===== src/rtl/sea_pkg.sv =====
package sea_pkg;

  localparam int unsigned MAX_EXTENTS = 64;
  localparam int unsigned STEP_W      = $clog2(MAX_EXTENTS);
  localparam int unsigned CNT_W       = $clog2(MAX_EXTENTS + 1);
  localparam int unsigned PCS_W       = $clog2(MAX_EXTENTS + 2);
  localparam int unsigned SEC_W       = 30;
  localparam int unsigned LEN_W       = 31;
  localparam int unsigned ID_W        = 30;
  localparam int unsigned CUR_W       = 32;

  localparam logic [LEN_W-1:0] SECTOR_LIMIT = 31'h4000_0000;

  typedef enum logic [1:0] {
    REQ_WRITE  = 2'd0,
    REQ_DELETE = 2'd1,
    REQ_READ   = 2'd2
  } req_e;

  typedef enum logic [1:0] {
    ST_OK         = 2'd0,
    ST_NO_SPACE   = 2'd1,
    ST_TABLE_FULL = 2'd2
  } status_e;

  typedef enum logic [1:0] {
    CELL_HOLD,
    CELL_ROTATE,
    CELL_SPREAD,
    CELL_PACK
  } cell_op_e;

  typedef struct packed {
    cell_op_e op;
    logic     phase;
  } cell_ctl_t;

  typedef enum logic [1:0] {
    WALK_READ,
    WALK_DELETE,
    WALK_CHECK,
    WALK_COMMIT
  } walk_mode_e;

  typedef struct packed {
    logic       init;
    logic       step;
    logic       grow;
    walk_mode_e mode;
  } walk_ctl_t;

  // one extent plus an optional pending extent that sorts just before it
  typedef struct packed {
    logic             valid;
    logic [SEC_W-1:0] start;
    logic [LEN_W-1:0] len;
    logic [ID_W-1:0]  owner;
    logic             pend;
    logic [SEC_W-1:0] pstart;
    logic [LEN_W-1:0] plen;
    logic [ID_W-1:0]  powner;
  } ext_t;

  typedef struct packed {
    logic             found;
    logic [ID_W-1:0]  owner;
    status_e          status;
    logic [CNT_W-1:0] vcount;
  } walk_res_t;

endpackage


===== src/rtl/sea_walk.sv =====
module sea_walk (
  input  logic                           clk_i,
  input  logic                           rst_ni,
  input  sea_pkg::walk_ctl_t             ctl_i,
  input  sea_pkg::ext_t                  head_i,
  input  logic [sea_pkg::LEN_W-1:0]      total_i,
  input  logic [sea_pkg::LEN_W-1:0]      count_i,
  input  logic [sea_pkg::ID_W-1:0]       fid_i,
  input  logic [sea_pkg::SEC_W-1:0]      addr_i,
  output sea_pkg::ext_t                  head_o,
  output sea_pkg::walk_res_t             res_o
);

  logic [sea_pkg::CUR_W-1:0] cur_q, cur_d;
  logic [sea_pkg::LEN_W-1:0] need_q, need_d;
  logic [sea_pkg::PCS_W-1:0] pieces_q, pieces_d;
  logic [sea_pkg::CNT_W-1:0] vcount_q, vcount_d;
  logic                      done_q, done_d;
  logic                      found_q, found_d;
  logic [sea_pkg::ID_W-1:0]  owner_q, owner_d;

  logic [sea_pkg::CUR_W-1:0] total_x, start_x, end_x, addr_x, gap_end, gap;
  logic [sea_pkg::LEN_W-1:0] take;
  logic [sea_pkg::PCS_W:0]   after_cnt;
  logic                      act;

  assign total_x = {1'b0, total_i};
  assign start_x = {2'b00, head_i.start};
  assign end_x   = start_x + {1'b0, head_i.len};
  assign addr_x  = {2'b00, addr_i};
  assign act     = !done_q && (need_q != '0) && (cur_q < total_x);
  assign gap_end = (head_i.valid && start_x < total_x) ? start_x : total_x;
  assign gap     = gap_end - cur_q;
  assign take    = (gap > {1'b0, need_q}) ? need_q : gap[sea_pkg::LEN_W-1:0];
  assign after_cnt = (sea_pkg::PCS_W + 1)'(vcount_q) + (sea_pkg::PCS_W + 1)'(pieces_q);

  always_comb begin
    cur_d    = cur_q;
    need_d   = need_q;
    pieces_d = pieces_q;
    vcount_d = vcount_q;
    done_d   = done_q;
    found_d  = found_q;
    owner_d  = owner_q;
    head_o   = head_i;
    if (ctl_i.step) begin
      case (ctl_i.mode)
        sea_pkg::WALK_READ: begin
          if (head_i.valid && addr_x >= start_x && addr_x < end_x && !found_q) begin
            found_d = 1'b1;
            owner_d = head_i.owner;
          end
        end
        sea_pkg::WALK_DELETE: begin
          if (head_i.valid && head_i.owner == fid_i) begin
            head_o.valid = 1'b0;
            vcount_d     = vcount_q - 1'b1;
          end
        end
        sea_pkg::WALK_CHECK, sea_pkg::WALK_COMMIT: begin
          if (act) begin
            if (gap_end > cur_q) begin
              need_d   = need_q - take;
              pieces_d = pieces_q + 1'b1;
              if (ctl_i.mode == sea_pkg::WALK_COMMIT) begin
                if (head_i.valid) begin
                  head_o.pend   = 1'b1;
                  head_o.pstart = cur_q[sea_pkg::SEC_W-1:0];
                  head_o.plen   = take;
                  head_o.powner = fid_i;
                end else begin
                  head_o.valid = 1'b1;
                  head_o.start = cur_q[sea_pkg::SEC_W-1:0];
                  head_o.len   = take;
                  head_o.owner = fid_i;
                  head_o.pend  = 1'b0;
                end
              end
            end
            if (head_i.valid) begin
              cur_d = end_x;
            end
          end
          // first free cell ends the sorted run, the final gap is handled there
          if (!act || !head_i.valid) begin
            done_d = 1'b1;
          end
        end
        default: begin
          done_d = done_q;
        end
      endcase
    end
    if (ctl_i.grow) begin
      vcount_d = vcount_q + sea_pkg::CNT_W'(pieces_q);
    end
    if (ctl_i.init) begin
      cur_d    = '0;
      need_d   = count_i;
      pieces_d = '0;
      done_d   = 1'b0;
      found_d  = 1'b0;
      owner_d  = '0;
    end
  end

  always_ff @(posedge clk_i or negedge rst_ni) begin
    if (!rst_ni) begin
      cur_q    <= '0;
      need_q   <= '0;
      pieces_q <= '0;
      vcount_q <= '0;
      done_q   <= 1'b0;
      found_q  <= 1'b0;
      owner_q  <= '0;
    end else begin
      cur_q    <= cur_d;
      need_q   <= need_d;
      pieces_q <= pieces_d;
      vcount_q <= vcount_d;
      done_q   <= done_d;
      found_q  <= found_d;
      owner_q  <= owner_d;
    end
  end

  always_comb begin
    res_o.found  = found_q;
    res_o.owner  = owner_q;
    res_o.vcount = vcount_q;
    if (need_q != '0) begin
      res_o.status = sea_pkg::ST_NO_SPACE;
    end else if (after_cnt > (sea_pkg::PCS_W + 1)'(sea_pkg::MAX_EXTENTS)) begin
      res_o.status = sea_pkg::ST_TABLE_FULL;
    end else begin
      res_o.status = sea_pkg::ST_OK;
    end
  end

endmodule


===== config.mk =====
export PLATFORM = sky130hd
export DESIGN_NAME = sea_walk
export DESIGN_NICKNAME = d
export VERILOG_FILES = /design/src/rtl/sea_pkg.sv /design/src/rtl/sea_walk.sv
export SDC_FILE = /design/constraint.sdc
export NUM_CORES = 1
export LEC_CHECK = 0
export BUFFER_PORTS_ARGS = -buffer_cell sky130_fd_sc_hd__buf_2
export CAP_MARGIN = 20
export CORE_ASPECT_RATIO = 1.25
export CORE_MARGIN = 4
export CORE_UTILIZATION = 33
export DETAILED_ROUTE_END_ITERATION = 10
export GPL_TIMING_DRIVEN = 0
export HOLD_SLACK_MARGIN = 0.1
export SLEW_MARGIN = 5
export SYNTH_ARGS = -nofsm -noshare
export SYNTH_HDL_FRONTEND = slang
export SYNTH_SLANG_ARGS = --single-unit

===== constraint.sdc =====
create_clock -name clk_i -period 25.6 [get_ports clk_i]
set_input_delay 0 -clock clk_i [delete_from_list [all_inputs] [get_ports clk_i]]
set_output_delay 0 -clock clk_i [all_outputs]
set_load 0.02 [all_outputs]

==> results.tsv <==
metric	value	unit
status	complete, no violations	
power_density	61.4	nW/um^2
path_max_fanout	10	
grt_usage	30.3	%
cts_tree	built	
cp.required	25.89	ns
clock_path_buffers	2	
syn_nets	3026	
dp_slack	9.72	ns
core_region_area	52800	um^2
fin_tns_setup	0	ns
final_util	42.1	%
end_kind	flop	
gp_congestion	1.03	
path_clk_slew	0.09	ns
die_width	215	um
start_util	33.4	%
ir_drop	0.0370	mV
cts_buffers	9	
synth.distinct_cells	98	
num_rows	94	
start_kind	primary input	
yosys_warnings	0	
yosysSeqAreaShare	15.4	%
ios	537	
post-route-min-period	15.74	ns
htreeDepth	3	
hp-class	in2reg	
p_total	1.37	mW
grtUsageMet3	3.83	%
met1_usage	34.6	%
synthTopCellsByCount	470 x nand2_1, 235 x ha_1, 203 x o21ai_0, 173 x a21oi_1, 172 x inv_1	
seqCellArea	2730	um^2
hold_violations	0	
hold_ws	0.157	ns
drive_gt1_share	20.4	%
yosysTopAreaCellShare	16.7	%
synthArstFlopShare	100	%
cts_root_buf	clkbuf_16	
grt_first_pass_wirelength	130	mm
dieArea	57300	um^2
io_buffer_count	535	
place_hpwl	77.8	mm
cts_num_sinks	109	
busiest_layer	met2	
arrival	16.03	ns
max_freq	0.0635	GHz
avgSynthCellArea	7.14	um^2
grt_overflow	0	
stdcell_area	22300	um^2
areaGrowthSynthToFinish	26.0	%
post-route-drc-count	0	
slowest_stage	clkbuf_1	
wl	91.3	mm
vias	20900	
syn_area	17700	um^2
setup_violations	0	
multi_input_area	13800	um^2
yosysMostFrequentCell	nand2_1	
antenna_left	0	
synth_flop_cell	dfrtp_1	
worstMarginPinSlew	1.11	ns
path_common_cell	a21o_1	
drv_slew	0	
gr-usage-met2	54.8	%
synth_top_area_cell	ha_1	
grt_setup_unrepaired	no	
slew_headroom	25.8	%
synth.area.top_cells	ha_1 17%, dfrtp_1 15%, nand2_1 10%, o21ai_0 5.8%, mux2i_1 5.0%	
ys_ff_latch	109	
placed_cells	3683	
drt_iter0_drc	1688	
setup.worst_path.class	in2reg	
nFillCells	5760	
firstDrtPassIters	5	
nNetsFinal	3645	
setup_ws	9.86	ns
clk_latency	0.40	ns
synth_edf_count	0	
cts_resized	0	
synth_cells	2473	
post-route-period-util	61.5	%
leakage	11.3	nW
cap_violations	0	
final_cells	3776	
wire_per_inst	24.2	um
finClkSkew	0.0178	ns
grt_pass1_vias	20400	
die_h	267	um
cpPeakStageDelay	0.68	ns
viasPerCell	5.54	
antenna_found_initial	21	
placed_area	21200	um^2
grt_max_degree	82	
cts_setup_buffers	0	
## cell usage in the layout (no fill, tap or decap), types with 10 or more instances in the layout
cell type	netlist	layout
o21bai_1	25	25
maj3_1	16	16
o21ai_0	203	203
nor4_1	23	23
xnor2_1	78	78
o21ai_1	14	14
buf_1	9	10
a31oi_1	20	20
dfrtp_1	109	109
and2_1	12	12
nand3_1	43	43
a21o_1	72	72
or3_1	13	13
or2_2	28	28
a211oi_1	22	22
mux2i_1	89	89
o211ai_1	17	17
nor2b_1	21	21
nand2b_1	30	30
xor2_1	37	37
a21oi_1	173	173
nor2_1	166	166
inv_1	172	172
clkbuf_1	88	89
o21a_1	31	31
nor3_1	33	33
buf_2	11	545
ha_1	235	235
o31ai_1	16	16
dlygate4sd3_1	0	68
nand4_1	39	39
nand2_1	470	470
## cells by family after synthesis
| logic type | share of synthesized area (%) |
|---|---|
| mux | 5.43 |
| buf+inv | 6.28 |
| flops | 15.4 |
| compound gates | 24.7 |
| simple gates | 23.2 |
| fa+ha+maj | 18.2 |
| xor+xnor | 6.78 |
## sequential cells by signal (all words and copies together), names as in the netlist
name / cells
found_q: 1
cur_q: 32
vcount_q: 7
done_q: 1
pieces_q: 7
need_q: 31
owner_q: 30
## cell type report
class	instances	area share, %
multi-input combinational	2076	62.1
sequential	109	12.3
buffer	111	2.00
inverter	177	2.99
antenna	8	0.0900
timing repair buffer	608	15.5
clock inverter	5	0.281
clock buffer	10	1.03
tap	672	3.78
## critical path, delay by kind of cell
family                     cells  cell delay [ns]
AOI/OAI and AO/OA             29             7.47
xor gates and xnor gates       1             0.10
adders and majority gates      7             2.57
buffers and inverters         10             3.22
muxes                          1             0.25
and+or+nand+nor                8             2.38
## report_power, final
group | switching, mW | total (mW) | internal (mW)
registers | 0.0245 | 0.214 | 0.190
logic | 0.635 | 0.996 | 0.362
clock network | 0.0803 | 0.156 | 0.0761
total | 0.739 | 1.37 | 0.628
## per-layer routing
metal  routed length, um  share of wire [%]  vias to the layer above
met5                  67              0.073                        -
met3                5270                5.8                      214
met1               35000                 38                     9816
met2               45400                 50                      894
met4                5580                6.1                       10
li1                    -                  -                     9978
## path summary, 6_finish.rpt
path / startpoint / end / slack, ns / cells after the start
min reg2reg: owner_q[6] / owner_q[6] / 0.52 / 2
max in group asynchronous: rst_ni / owner_q[29] / 24.46 / 4
min: head_i[153] / cur_q[0] / 0.16 / 4
max: head_i[154] / need_q[23] / 9.86 / 56
max reg2reg: cur_q[0] / need_q[23] / 12.80 / 39
min in group asynchronous: rst_ni / need_q[26] / 0.63 / 4
## timing repair
action	in CTS	in global routing
hold buffers	69	0
endpoints found under the setup margin	0	0
endpoints found under the hold margin	174	0
(Power assumes the default switching activity.)
