===== src/rtl/sea_pkg.sv =====
package sea_pkg;

  localparam int unsigned MAX_EXTENTS = 64;
  localparam int unsigned STEP_W      = $clog2(MAX_EXTENTS);
  localparam int unsigned CNT_W       = $clog2(MAX_EXTENTS + 1);
  localparam int unsigned PCS_W       = $clog2(MAX_EXTENTS + 2);
  localparam int unsigned SEC_W       = 30;
  localparam int unsigned LEN_W       = 31;
  localparam int unsigned ID_W        = 30;
  localparam int unsigned CUR_W       = 32;

  localparam logic [LEN_W-1:0] SECTOR_LIMIT = 31'h4000_0000;

  typedef enum logic [1:0] {
    REQ_WRITE  = 2'd0,
    REQ_DELETE = 2'd1,
    REQ_READ   = 2'd2
  } req_e;

  typedef enum logic [1:0] {
    ST_OK         = 2'd0,
    ST_NO_SPACE   = 2'd1,
    ST_TABLE_FULL = 2'd2
  } status_e;

  typedef enum logic [1:0] {
    CELL_HOLD,
    CELL_ROTATE,
    CELL_SPREAD,
    CELL_PACK
  } cell_op_e;

  typedef struct packed {
    cell_op_e op;
    logic     phase;
  } cell_ctl_t;

  typedef enum logic [1:0] {
    WALK_READ,
    WALK_DELETE,
    WALK_CHECK,
    WALK_COMMIT
  } walk_mode_e;

  typedef struct packed {
    logic       init;
    logic       step;
    logic       grow;
    walk_mode_e mode;
  } walk_ctl_t;

  // one extent plus an optional pending extent that sorts just before it
  typedef struct packed {
    logic             valid;
    logic [SEC_W-1:0] start;
    logic [LEN_W-1:0] len;
    logic [ID_W-1:0]  owner;
    logic             pend;
    logic [SEC_W-1:0] pstart;
    logic [LEN_W-1:0] plen;
    logic [ID_W-1:0]  powner;
  } ext_t;

  typedef struct packed {
    logic             found;
    logic [ID_W-1:0]  owner;
    status_e          status;
    logic [CNT_W-1:0] vcount;
  } walk_res_t;

endpackage


===== src/rtl/sea_cell.sv =====
module sea_cell (
  input  logic              clk_i,
  input  logic              rst_ni,
  input  sea_pkg::cell_ctl_t ctl_i,
  input  logic              odd_i,
  input  sea_pkg::ext_t     left_i,
  input  sea_pkg::ext_t     right_i,
  output sea_pkg::ext_t     q_o
);

  sea_pkg::ext_t cell_q, cell_d;
  logic left_two, my_two;

  assign left_two = left_i.valid & left_i.pend;
  assign my_two   = cell_q.valid & cell_q.pend;

  always_comb begin
    cell_d = cell_q;
    case (ctl_i.op)
      sea_pkg::CELL_ROTATE: begin
        cell_d = right_i;
      end
      sea_pkg::CELL_SPREAD: begin
        // a cell holding two extents hands its upper one to the right
        if (left_two) begin
          if (my_two) begin
            cell_d.start  = cell_q.pstart;
            cell_d.len    = cell_q.plen;
            cell_d.owner  = cell_q.powner;
            cell_d.pend   = 1'b1;
            cell_d.pstart = left_i.start;
            cell_d.plen   = left_i.len;
            cell_d.powner = left_i.owner;
          end else if (cell_q.valid) begin
            cell_d.pend   = 1'b1;
            cell_d.pstart = left_i.start;
            cell_d.plen   = left_i.len;
            cell_d.powner = left_i.owner;
          end else begin
            cell_d.valid = 1'b1;
            cell_d.start = left_i.start;
            cell_d.len   = left_i.len;
            cell_d.owner = left_i.owner;
            cell_d.pend  = 1'b0;
          end
        end else if (my_two) begin
          cell_d.start = cell_q.pstart;
          cell_d.len   = cell_q.plen;
          cell_d.owner = cell_q.powner;
          cell_d.pend  = 1'b0;
        end
      end
      sea_pkg::CELL_PACK: begin
        // odd-even transposition, valid extents drift toward cell 0
        if (odd_i == ctl_i.phase) begin
          if (!cell_q.valid && right_i.valid) begin
            cell_d = right_i;
          end
        end else begin
          if (!left_i.valid && cell_q.valid) begin
            cell_d.valid = 1'b0;
          end
        end
      end
      default: begin
        cell_d = cell_q;
      end
    endcase
  end

  always_ff @(posedge clk_i or negedge rst_ni) begin
    if (!rst_ni) begin
      cell_q <= '0;
    end else begin
      cell_q <= cell_d;
    end
  end

  assign q_o = cell_q;

endmodule


===== config.mk =====
export PLATFORM = sky130hd
export DESIGN_NAME = sea_cell
export DESIGN_NICKNAME = d
export VERILOG_FILES = /design/src/rtl/sea_pkg.sv /design/src/rtl/sea_cell.sv
export SDC_FILE = /design/constraint.sdc
export NUM_CORES = 1
export LEC_CHECK = 0
export ABC_AREA = 0
export BUFFER_PORTS_ARGS = -buffer_cell sky130_fd_sc_hd__buf_2
export CAP_MARGIN = 20
export CORE_AREA = 2 2 219 221
export DETAILED_ROUTE_END_ITERATION = 10
export DIE_AREA = 0 0 221 223
export PLACE_DENSITY = 0.51
export SLEW_MARGIN = 40
export SYNTH_ARGS = -nofsm -noshare
export SYNTH_HDL_FRONTEND = slang
export SYNTH_SLANG_ARGS = --single-unit

===== constraint.sdc =====
create_clock -name clk_i -period 1.52 [get_ports clk_i]
set_input_delay 0.304 -clock clk_i [delete_from_list [all_inputs] [get_ports clk_i]]
set_output_delay 0.304 -clock clk_i [all_outputs]
set_load 0.01 [all_outputs]

==> impl_metrics.prom, run 1 <==
# TYPE chip_impl_metric gauge
chip_impl_info{name="outcome",value="finished, violations left"} 1
chip_impl_info{name="violated_checks",value="setup timing"} 1
chip_impl_info{name="cts.root.buffer_cell",value="sky130_fd_sc_hd__clkbuf_16"} 1
chip_impl_metric{name="final_weighted_congestion_in_routability_driven_placement",unit=""} 0.839
chip_impl_metric{name="finalSetupViolCount",unit=""} 183
chip_impl_metric{name="slowest_delay",unit="ns"} 0.39
chip_impl_metric{name="detail_route.vias_per_cell",unit=""} 4.74
chip_impl_metric{name="async_flop_share",unit="%"} 100
chip_impl_metric{name="pre_cts_slack",unit="ns"} -0.505
chip_impl_metric{name="area_delta_synth_final",unit="%"} 49.1
chip_impl_metric{name="cts.clk_slew.worst_paths",unit="ns"} 0.07
chip_impl_metric{name="tightest_slew",unit="ns"} 0.731
chip_impl_metric{name="timing.max_cap.violations",unit=""} 0
chip_impl_info{name="cts_tree",value="done"} 1
chip_impl_metric{name="final_period_minus_worst_setup_slack",unit="ns"} 1.78
chip_impl_info{name="layout.cells.most_common",value="sky130_fd_sc_hd__buf_2"} 1
chip_impl_metric{name="synth-seq-area-share",unit="%"} 47.4
chip_impl_info{name="synthFlopType",value="sky130_fd_sc_hd__dfrtp_1"} 1
chip_impl_metric{name="core.rowCount",unit=""} 80
chip_impl_metric{name="length_in_cells_of_the_worst_reg_to_reg_path",unit=""} 5
chip_impl_metric{name="placement.io_buffers",unit=""} 466
chip_impl_metric{name="clock_path_buffers",unit=""} 2
chip_impl_metric{name="largest_reg_flops",unit=""} 184
chip_impl_info{name="cp-start-kind",value="register"} 1
chip_impl_metric{name="power_per_cell_area",unit="nW/um^2"} 1140
chip_impl_metric{name="worstPathBufferInverterCount",unit=""} 2
chip_impl_metric{name="r2r_slack",unit="ns"} -0.26
chip_impl_metric{name="fp.dieArea",unit="sq um"} 49300
chip_impl_metric{name="floorplan.initialDensity",unit="%"} 20.6
chip_impl_metric{name="via_count",unit=""} 10200
chip_impl_info{name="path_cells",value="buf_6, o32ai_4, nand2b_4, buf_16, mux2_1"} 1
chip_impl_metric{name="setup_slack",unit="ns"} -0.264
chip_impl_metric{name="synth.cell_area",unit="sq um"} 9720
chip_impl_info{name="launch_point_of_the_worst_hold_path",value="right_i[118]"} 1
chip_impl_metric{name="register_area",unit="sq um"} 4600
chip_impl_metric{name="grt_first_pass_wirelength",unit="mm"} 64.4
chip_impl_metric{name="drtAntennaViolNets",unit=""} 0
chip_impl_info{name="critical_path.reg2reg.startpoint",value="q_o[183]$_DFFE_PN0P_"} 1
chip_impl_metric{name="power.leakage",unit="nW"} 7.37
chip_impl_metric{name="chipWidth",unit="um"} 221
chip_impl_info{name="timing.hold.worst_endpoint",value="q_o[118]$_DFFE_PN0P_"} 1
chip_impl_info{name="grt_setup_unrepaired",value="yes"} 1
chip_impl_metric{name="worstPathArrival",unit="ns"} 2.16
chip_impl_metric{name="synth_edf_count",unit=""} 0
chip_impl_metric{name="worst-endpoint-required",unit="ns"} 1.89
chip_impl_metric{name="grt_pass1_vias",unit=""} 10400
chip_impl_info{name="cp-end-kind",value="register"} 1
chip_impl_metric{name="core_region_area",unit="sq um"} 47100
chip_impl_metric{name="cts_sinks",unit=""} 184
chip_impl_metric{name="worst_hold_slack",unit="ns"} 0.0800
chip_impl_metric{name="grt_util_all_layers",unit="%"} 17.3
chip_impl_info{name="critPathTopFamily",value="flip-flops"} 1
chip_impl_info{name="final_cell_mix",value="sky130_fd_sc_hd__buf_2 (464), sky130_fd_sc_hd__nand2_1 (276), sky130_fd_sc_hd__dfrtp_1 (184), sky130_fd_sc_hd__a21oi_1 (92)"} 1
chip_impl_info{name="timing.rr.end",value="q_o[16]$_DFFE_PN0P_"} 1
chip_impl_metric{name="share_of_final_layout_standard_cells_stronger_than_drive_strength_1",unit="%"} 41.0
chip_impl_metric{name="dr.pass1.iters",unit=""} 5
chip_impl_info{name="critical_path_class",value="register to register"} 1
chip_impl_metric{name="multi_input_comb_area",unit="sq um"} 4830
chip_impl_metric{name="height_of_the_die",unit="um"} 223
chip_impl_metric{name="grt_antenna_before_repair",unit=""} 6
chip_impl_metric{name="synth_cell_type_count",unit=""} 24
chip_impl_metric{name="max_freq",unit="MHz"} 560
chip_impl_metric{name="peakVddDrop",unit="mV"} 0.691
chip_impl_metric{name="postSynthNetCount",unit=""} 1407
chip_impl_metric{name="route.detailed.wl_per_inst",unit="um"} 20.2
chip_impl_metric{name="drt_drc_violations_left",unit=""} 0
chip_impl_metric{name="final_net_count",unit=""} 1901
chip_impl_metric{name="syn-mean-instance-area",unit="sq um"} 9.41
chip_impl_metric{name="fin_crit_sh",unit="%"} 117
chip_impl_metric{name="grt_start_max_net_pins",unit=""} 60
chip_impl_metric{name="htree_levels",unit=""} 4
chip_impl_metric{name="worstSkewPairLatency",unit="ns"} 0.50
chip_impl_metric{name="critical_path.max_fanout",unit=""} 46
chip_impl_metric{name="final_core_util",unit="%"} 30.7
chip_impl_info{name="slowest_stage",value="sky130_fd_sc_hd__dfrtp_1"} 1
chip_impl_metric{name="synthesis.yosys.warnings",unit=""} 0
chip_impl_metric{name="tritoncts_buffer_count",unit=""} 17
chip_impl_info{name="worst_hold_path_type",value="input port to register"} 1
chip_impl_metric{name="floorplan.io_pins",unit=""} 558
chip_impl_metric{name="fin_setup_tns",unit="ns"} -37.29
chip_impl_metric{name="drt-total-wl",unit="mm"} 43.7
chip_impl_metric{name="synth.ff_latch_count",unit=""} 184
chip_impl_metric{name="slew_headroom",unit="%"} 51.3
chip_impl_metric{name="grt-ovfl-total",unit=""} 0
chip_impl_metric{name="timing.final.max_slew_violations",unit=""} 0
chip_impl_metric{name="detail_route.iter0.violations",unit=""} 556
chip_impl_metric{name="fillers",unit=""} 4989
chip_impl_metric{name="worst_hold_path.num_cells",unit=""} 3
chip_impl_metric{name="postSynthCellCount",unit=""} 1033
chip_impl_metric{name="power",unit="mW"} 16.5
chip_impl_metric{name="post_route_clock_skew",unit="ns"} 0.0108
chip_impl_metric{name="hpwlAfterDp",unit="mm"} 29.4
chip_impl_metric{name="hold_viol_final",unit=""} 0
[area by class of cell]
cell class | instances | area share, %
Multi-Input combinational cell | 750 | 33.3
Sequential cell | 184 | 31.8
Timing Repair Buffer | 573 | 25.6
Tap cell | 615 | 5.31
Clock buffer | 20 | 3.15
Clock inverter | 12 | 0.699
Antenna cell | 4 | 0.0691
Inverter | 1 | 0.0259
[report_power, final]
part | total [mW] | switching, mW | internal (mW) | leakage, nW
combinational | 5.22 | 2.75 | 2.47 | 4.86
sequential | 6.79 | 0.810 | 5.98 | 2.23
clock | 4.49 | 2.16 | 2.33 | 0.276
[tightest hold or removal path, stage by stage]
cell,delay [ns]
sky130_fd_sc_hd__buf_2,0.07
sky130_fd_sc_hd__a21oi_1,0.05
sky130_fd_sc_hd__o2bb2ai_1,0.11
[cell usage after synthesis, drive strengths merged (2+ instances only)]
cell,instances,area share (%)
clkbuf,69,2.7
mux2,91,11
dfrtp,184,47
nand3,2,0.10
o2bb2ai,91,8.2
a21oi,94,4.8
and3,91,5.9
a211oi,91,7.0
nand2b,2,0.13
nand2,278,11
o21ai,2,0.10
buf,29,1.7
[logic make-up (layout without fill, tap and decap cells)]
logic type,Yosys count,count (layout),share of synthesized area (%)
simple gates,377,377,17.1
mux,91,91,10.5
xor+xnor,1,1,0.0901
buf+inv,99,606,4.40
flops,184,184,47.4
other cells,0,4,0
compound gates,281,281,20.5
[layer usage]
layer	global-route usage, %	up-vias	routed length, um
met5	0	-	59
met4	6.75	8	877
met3	4.68	55	2990
met2	27.5	403	20900
met1	22.2	5059	18900
li1	-	4702	-
[what timing repair did]
item | 4_1_cts | 5_1_grt
endpoints found under the hold margin | 56 | 0
pin swaps | 2 | 8
cloned | 9 | 4
resized for setup | 20 | 19
hold buffers | 1 | 0
setup endpoints to repair | 185 | 185
buffers inserted | 8 | 2
[how the worst max path moves through the flow]
| stage | to | cells after the start | slack, ns | startpoint |
|---|---|---|---|---|
| 6_report | q_o[16]$_DFFE_PN0P_ | 5 | -0.26 | q_o[183]$_DFFE_PN0P_ |
| 5_1_grt | q_o[19]$_DFFE_PN0P_ | 5 | -0.35 | q_o[183]$_DFFE_PN0P_ |
| 4_1_cts | q_o[16]$_DFFE_PN0P_ | 5 | -0.29 | q_o[183]$_DFFE_PN0P_ |
| 3_5_place_dp | q_o[22]$_DFFE_PN0P_ | 6 | -0.50 | ctl_i[0] |
| 3_3_place_gp | q_o[22]$_DFFE_PN0P_ | 6 | -0.44 | ctl_i[0] |
| 2_1_floorplan | q_o[0]$_DFFE_PN0P_ | 6 | -0.16 | ctl_i[0] |
[metrics by stage]
step | cells | area (sq um)
after floorplan | 1033 | 9760
after global placement | 2099 | 13300
after detailed placement | 2099 | 13300
after CTS | 2149 | 14300
after global routing | 2158 | 14500
final | 2159 | 14500
Power figures use the tool's default switching activity.
==> run 2: changes to the inputs <==
- REMOVE_ABC_BUFFERS: default -> 1
==> impl_metrics.prom, run 2 (synthesized netlist as in run 1, its figures left out) <==
# TYPE chip_impl_metric gauge
chip_impl_metric{name="floorplan.io_pins",unit=""} 558
chip_impl_metric{name="core_region_area",unit="sq um"} 47100
chip_impl_metric{name="pre_cts_slack",unit="ns"} -0.403
chip_impl_metric{name="post_route_clock_skew",unit="ns"} 0.0116
chip_impl_metric{name="core.rowCount",unit=""} 80
chip_impl_info{name="timing.rr.end",value="q_o[162]$_DFFE_PN0P_"} 1
chip_impl_metric{name="worstSkewPairLatency",unit="ns"} 0.49
chip_impl_metric{name="fin_crit_sh",unit="%"} 114
chip_impl_metric{name="share_of_final_layout_standard_cells_stronger_than_drive_strength_1",unit="%"} 51.8
chip_impl_metric{name="final_core_util",unit="%"} 34.0
chip_impl_metric{name="timing.max_cap.violations",unit=""} 0
chip_impl_metric{name="fin_setup_tns",unit="ns"} -29.66
chip_impl_metric{name="dr.pass1.iters",unit=""} 5
chip_impl_metric{name="tightest_slew",unit="ns"} 0.566
chip_impl_metric{name="final_weighted_congestion_in_routability_driven_placement",unit=""} 0.837
chip_impl_metric{name="floorplan.initialDensity",unit="%"} 20.6
chip_impl_info{name="critical_path.reg2reg.startpoint",value="q_o[183]$_DFFE_PN0P_"} 1
chip_impl_metric{name="grt-ovfl-total",unit=""} 0
chip_impl_info{name="cts_tree",value="done"} 1
chip_impl_metric{name="htree_levels",unit=""} 4
chip_impl_metric{name="finalSetupViolCount",unit=""} 183
chip_impl_info{name="cp-end-kind",value="register"} 1
chip_impl_metric{name="setup_slack",unit="ns"} -0.218
chip_impl_metric{name="worstPathArrival",unit="ns"} 2.11
chip_impl_metric{name="detail_route.vias_per_cell",unit=""} 4.83
chip_impl_info{name="violated_checks",value="setup timing"} 1
chip_impl_info{name="layout.cells.most_common",value="sky130_fd_sc_hd__buf_2"} 1
chip_impl_metric{name="timing.final.max_slew_violations",unit=""} 0
chip_impl_metric{name="detail_route.iter0.violations",unit=""} 597
chip_impl_info{name="worst_hold_path_type",value="input port to register"} 1
chip_impl_metric{name="power_per_cell_area",unit="nW/um^2"} 1110
chip_impl_metric{name="chipWidth",unit="um"} 221
chip_impl_metric{name="length_in_cells_of_the_worst_reg_to_reg_path",unit=""} 8
chip_impl_metric{name="placement.io_buffers",unit=""} 466
chip_impl_metric{name="slew_headroom",unit="%"} 62.3
chip_impl_metric{name="r2r_slack",unit="ns"} -0.22
chip_impl_info{name="launch_point_of_the_worst_hold_path",value="right_i[164]"} 1
chip_impl_metric{name="clock_path_buffers",unit=""} 2
chip_impl_metric{name="hpwlAfterDp",unit="mm"} 28.5
chip_impl_metric{name="hold_viol_final",unit=""} 0
chip_impl_metric{name="cts.clk_slew.worst_paths",unit="ns"} 0.08
chip_impl_metric{name="power",unit="mW"} 17.8
chip_impl_metric{name="grt_start_max_net_pins",unit=""} 93
chip_impl_metric{name="cts_sinks",unit=""} 184
chip_impl_info{name="cts.root.buffer_cell",value="sky130_fd_sc_hd__clkbuf_16"} 1
chip_impl_metric{name="final_period_minus_worst_setup_slack",unit="ns"} 1.74
chip_impl_metric{name="grt_util_all_layers",unit="%"} 16.5
chip_impl_metric{name="power.leakage",unit="nW"} 7.90
chip_impl_metric{name="drtAntennaViolNets",unit=""} 0
chip_impl_info{name="cp-start-kind",value="register"} 1
chip_impl_metric{name="height_of_the_die",unit="um"} 223
chip_impl_metric{name="worst-endpoint-required",unit="ns"} 1.89
chip_impl_metric{name="grt_pass1_vias",unit=""} 10500
chip_impl_metric{name="grt_first_pass_wirelength",unit="mm"} 62.7
chip_impl_metric{name="route.detailed.wl_per_inst",unit="um"} 20.9
chip_impl_metric{name="via_count",unit=""} 10500
chip_impl_info{name="final_cell_mix",value="sky130_fd_sc_hd__buf_2 (464), sky130_fd_sc_hd__nand2_1 (276), sky130_fd_sc_hd__dfrtp_1 (182), sky130_fd_sc_hd__and3_1 (91), sky130_fd_sc_hd__a21oi_1 (72)"} 1
chip_impl_metric{name="fp.dieArea",unit="sq um"} 49300
chip_impl_metric{name="final_net_count",unit=""} 1923
chip_impl_metric{name="drt-total-wl",unit="mm"} 45.5
chip_impl_metric{name="drt_drc_violations_left",unit=""} 0
chip_impl_metric{name="largest_reg_flops",unit=""} 184
chip_impl_metric{name="area_delta_synth_final",unit="%"} 64.8
chip_impl_metric{name="grt_antenna_before_repair",unit=""} 3
chip_impl_metric{name="tritoncts_buffer_count",unit=""} 17
chip_impl_metric{name="peakVddDrop",unit="mV"} 0.712
chip_impl_metric{name="worst_hold_path.num_cells",unit=""} 3
chip_impl_metric{name="dp_area",unit="sq um"} 13500
chip_impl_metric{name="critical_path.max_fanout",unit=""} 6
chip_impl_metric{name="max_freq",unit="MHz"} 576
chip_impl_info{name="critical_path_class",value="register to register"} 1
chip_impl_metric{name="post-route-cell-area",unit="sq um"} 16000
chip_impl_info{name="grt_setup_unrepaired",value="yes"} 1
chip_impl_info{name="timing.hold.worst_endpoint",value="q_o[164]$_DFFE_PN0P_"} 1
chip_impl_info{name="outcome",value="finished, violations left"} 1
-- run 2: changes by cell type in the layout (fill, tap and decap cells not counted), moves of 3 or more --
cell,change
sky130_fd_sc_hd__buf_4,-4
sky130_fd_sc_hd__o2bb2ai_2,+56
sky130_fd_sc_hd__buf_8,+3
sky130_fd_sc_hd__o2bb2ai_4,+15
sky130_fd_sc_hd__mux2_1,-30
sky130_fd_sc_hd__o2bb2ai_1,-71
sky130_fd_sc_hd__a21oi_1,-20
sky130_fd_sc_hd__a211oi_1,-33
sky130_fd_sc_hd__diode_2,-3
sky130_fd_sc_hd__clkbuf_16,+7
sky130_fd_sc_hd__mux2_4,+30
sky130_fd_sc_hd__a21oi_2,+19
sky130_fd_sc_hd__a211oi_2,+31
sky130_fd_sc_hd__buf_12,+16
-- run 2: layout make-up --
type / instances / area [sq um]
Antenna cell: 1 / 2.50
Clock buffer: 20 / 447
Clock inverter: 12 / 125
Fill cell: 4892 / 31100
Inverter: 1 / 3.75
Multi-Input combinational cell: 750 / 5850
Sequential cell: 184 / 4610
Tap cell: 615 / 769
Timing Repair Buffer: 595 / 4220
-- run 2: per-layer routing --
layer,GRT usage (%),part of all wire [%]
met2,26.5,47
met1,21.0,43
met5,0,0.059
met4,5.50,2.5
met3,5.15,7.6
-- run 2: critical path, stage by stage, from the launching register on --
cell and delay, ns:
sky130_fd_sc_hd__dfrtp_2 0.44, sky130_fd_sc_hd__buf_6 0.12, sky130_fd_sc_hd__nand3b_1 0.19, sky130_fd_sc_hd__a21oi_4 0.18
sky130_fd_sc_hd__buf_6 0.15, sky130_fd_sc_hd__nor2_4 0.06, sky130_fd_sc_hd__buf_12 0.16, sky130_fd_sc_hd__clkbuf_16 0.18
sky130_fd_sc_hd__o2bb2ai_2 0.13
-- run 2: metrics by stage --
| step | cells | hold WS [ns] |
|---|---|---|
| 3_5_place_dp | 2106 | 0.252 |
| 4_1_cts | 2158 | 0.0396 |
| 5_1_grt | 2177 | 0.0653 |
| 6_report | 2178 | 0.0876 |
| 2_1_floorplan | 935 | 0.00841 |
| 3_3_place_gp | 2106 | 0.254 |
-- run 2: timing repair --
action / CTS / global route
gates cloned: 9 / 15
buffers inserted: 11 / 6
pin swaps: 3 / 49
hold buffers: 1 / 0
resized for setup: 76 / 172
endpoints found under the setup margin: 184 / 184
endpoints found under the hold margin: 18 / 0
-- run 2: worst max-delay path by stage --
stage,startpoint,to,cells past startpoint
after floorplan,ctl_i[1],q_o[100]$_DFFE_PN0P_,4
after global placement,ctl_i[0],q_o[10]$_DFFE_PN0P_,6
after detailed placement,ctl_i[0],q_o[3]$_DFFE_PN0P_,6
after CTS,q_o[183]$_DFFE_PN0P_,q_o[10]$_DFFE_PN0P_,6
after global routing,q_o[183]$_DFFE_PN0P_,q_o[168]$_DFFE_PN0P_,8
final,q_o[183]$_DFFE_PN0P_,q_o[162]$_DFFE_PN0P_,8
-- run 2: power by group --
group / switching [mW] / internal [mW]
Sequential: 0.964 / 5.98
Combinational: 3.10 / 3.21
Clock: 2.11 / 2.46
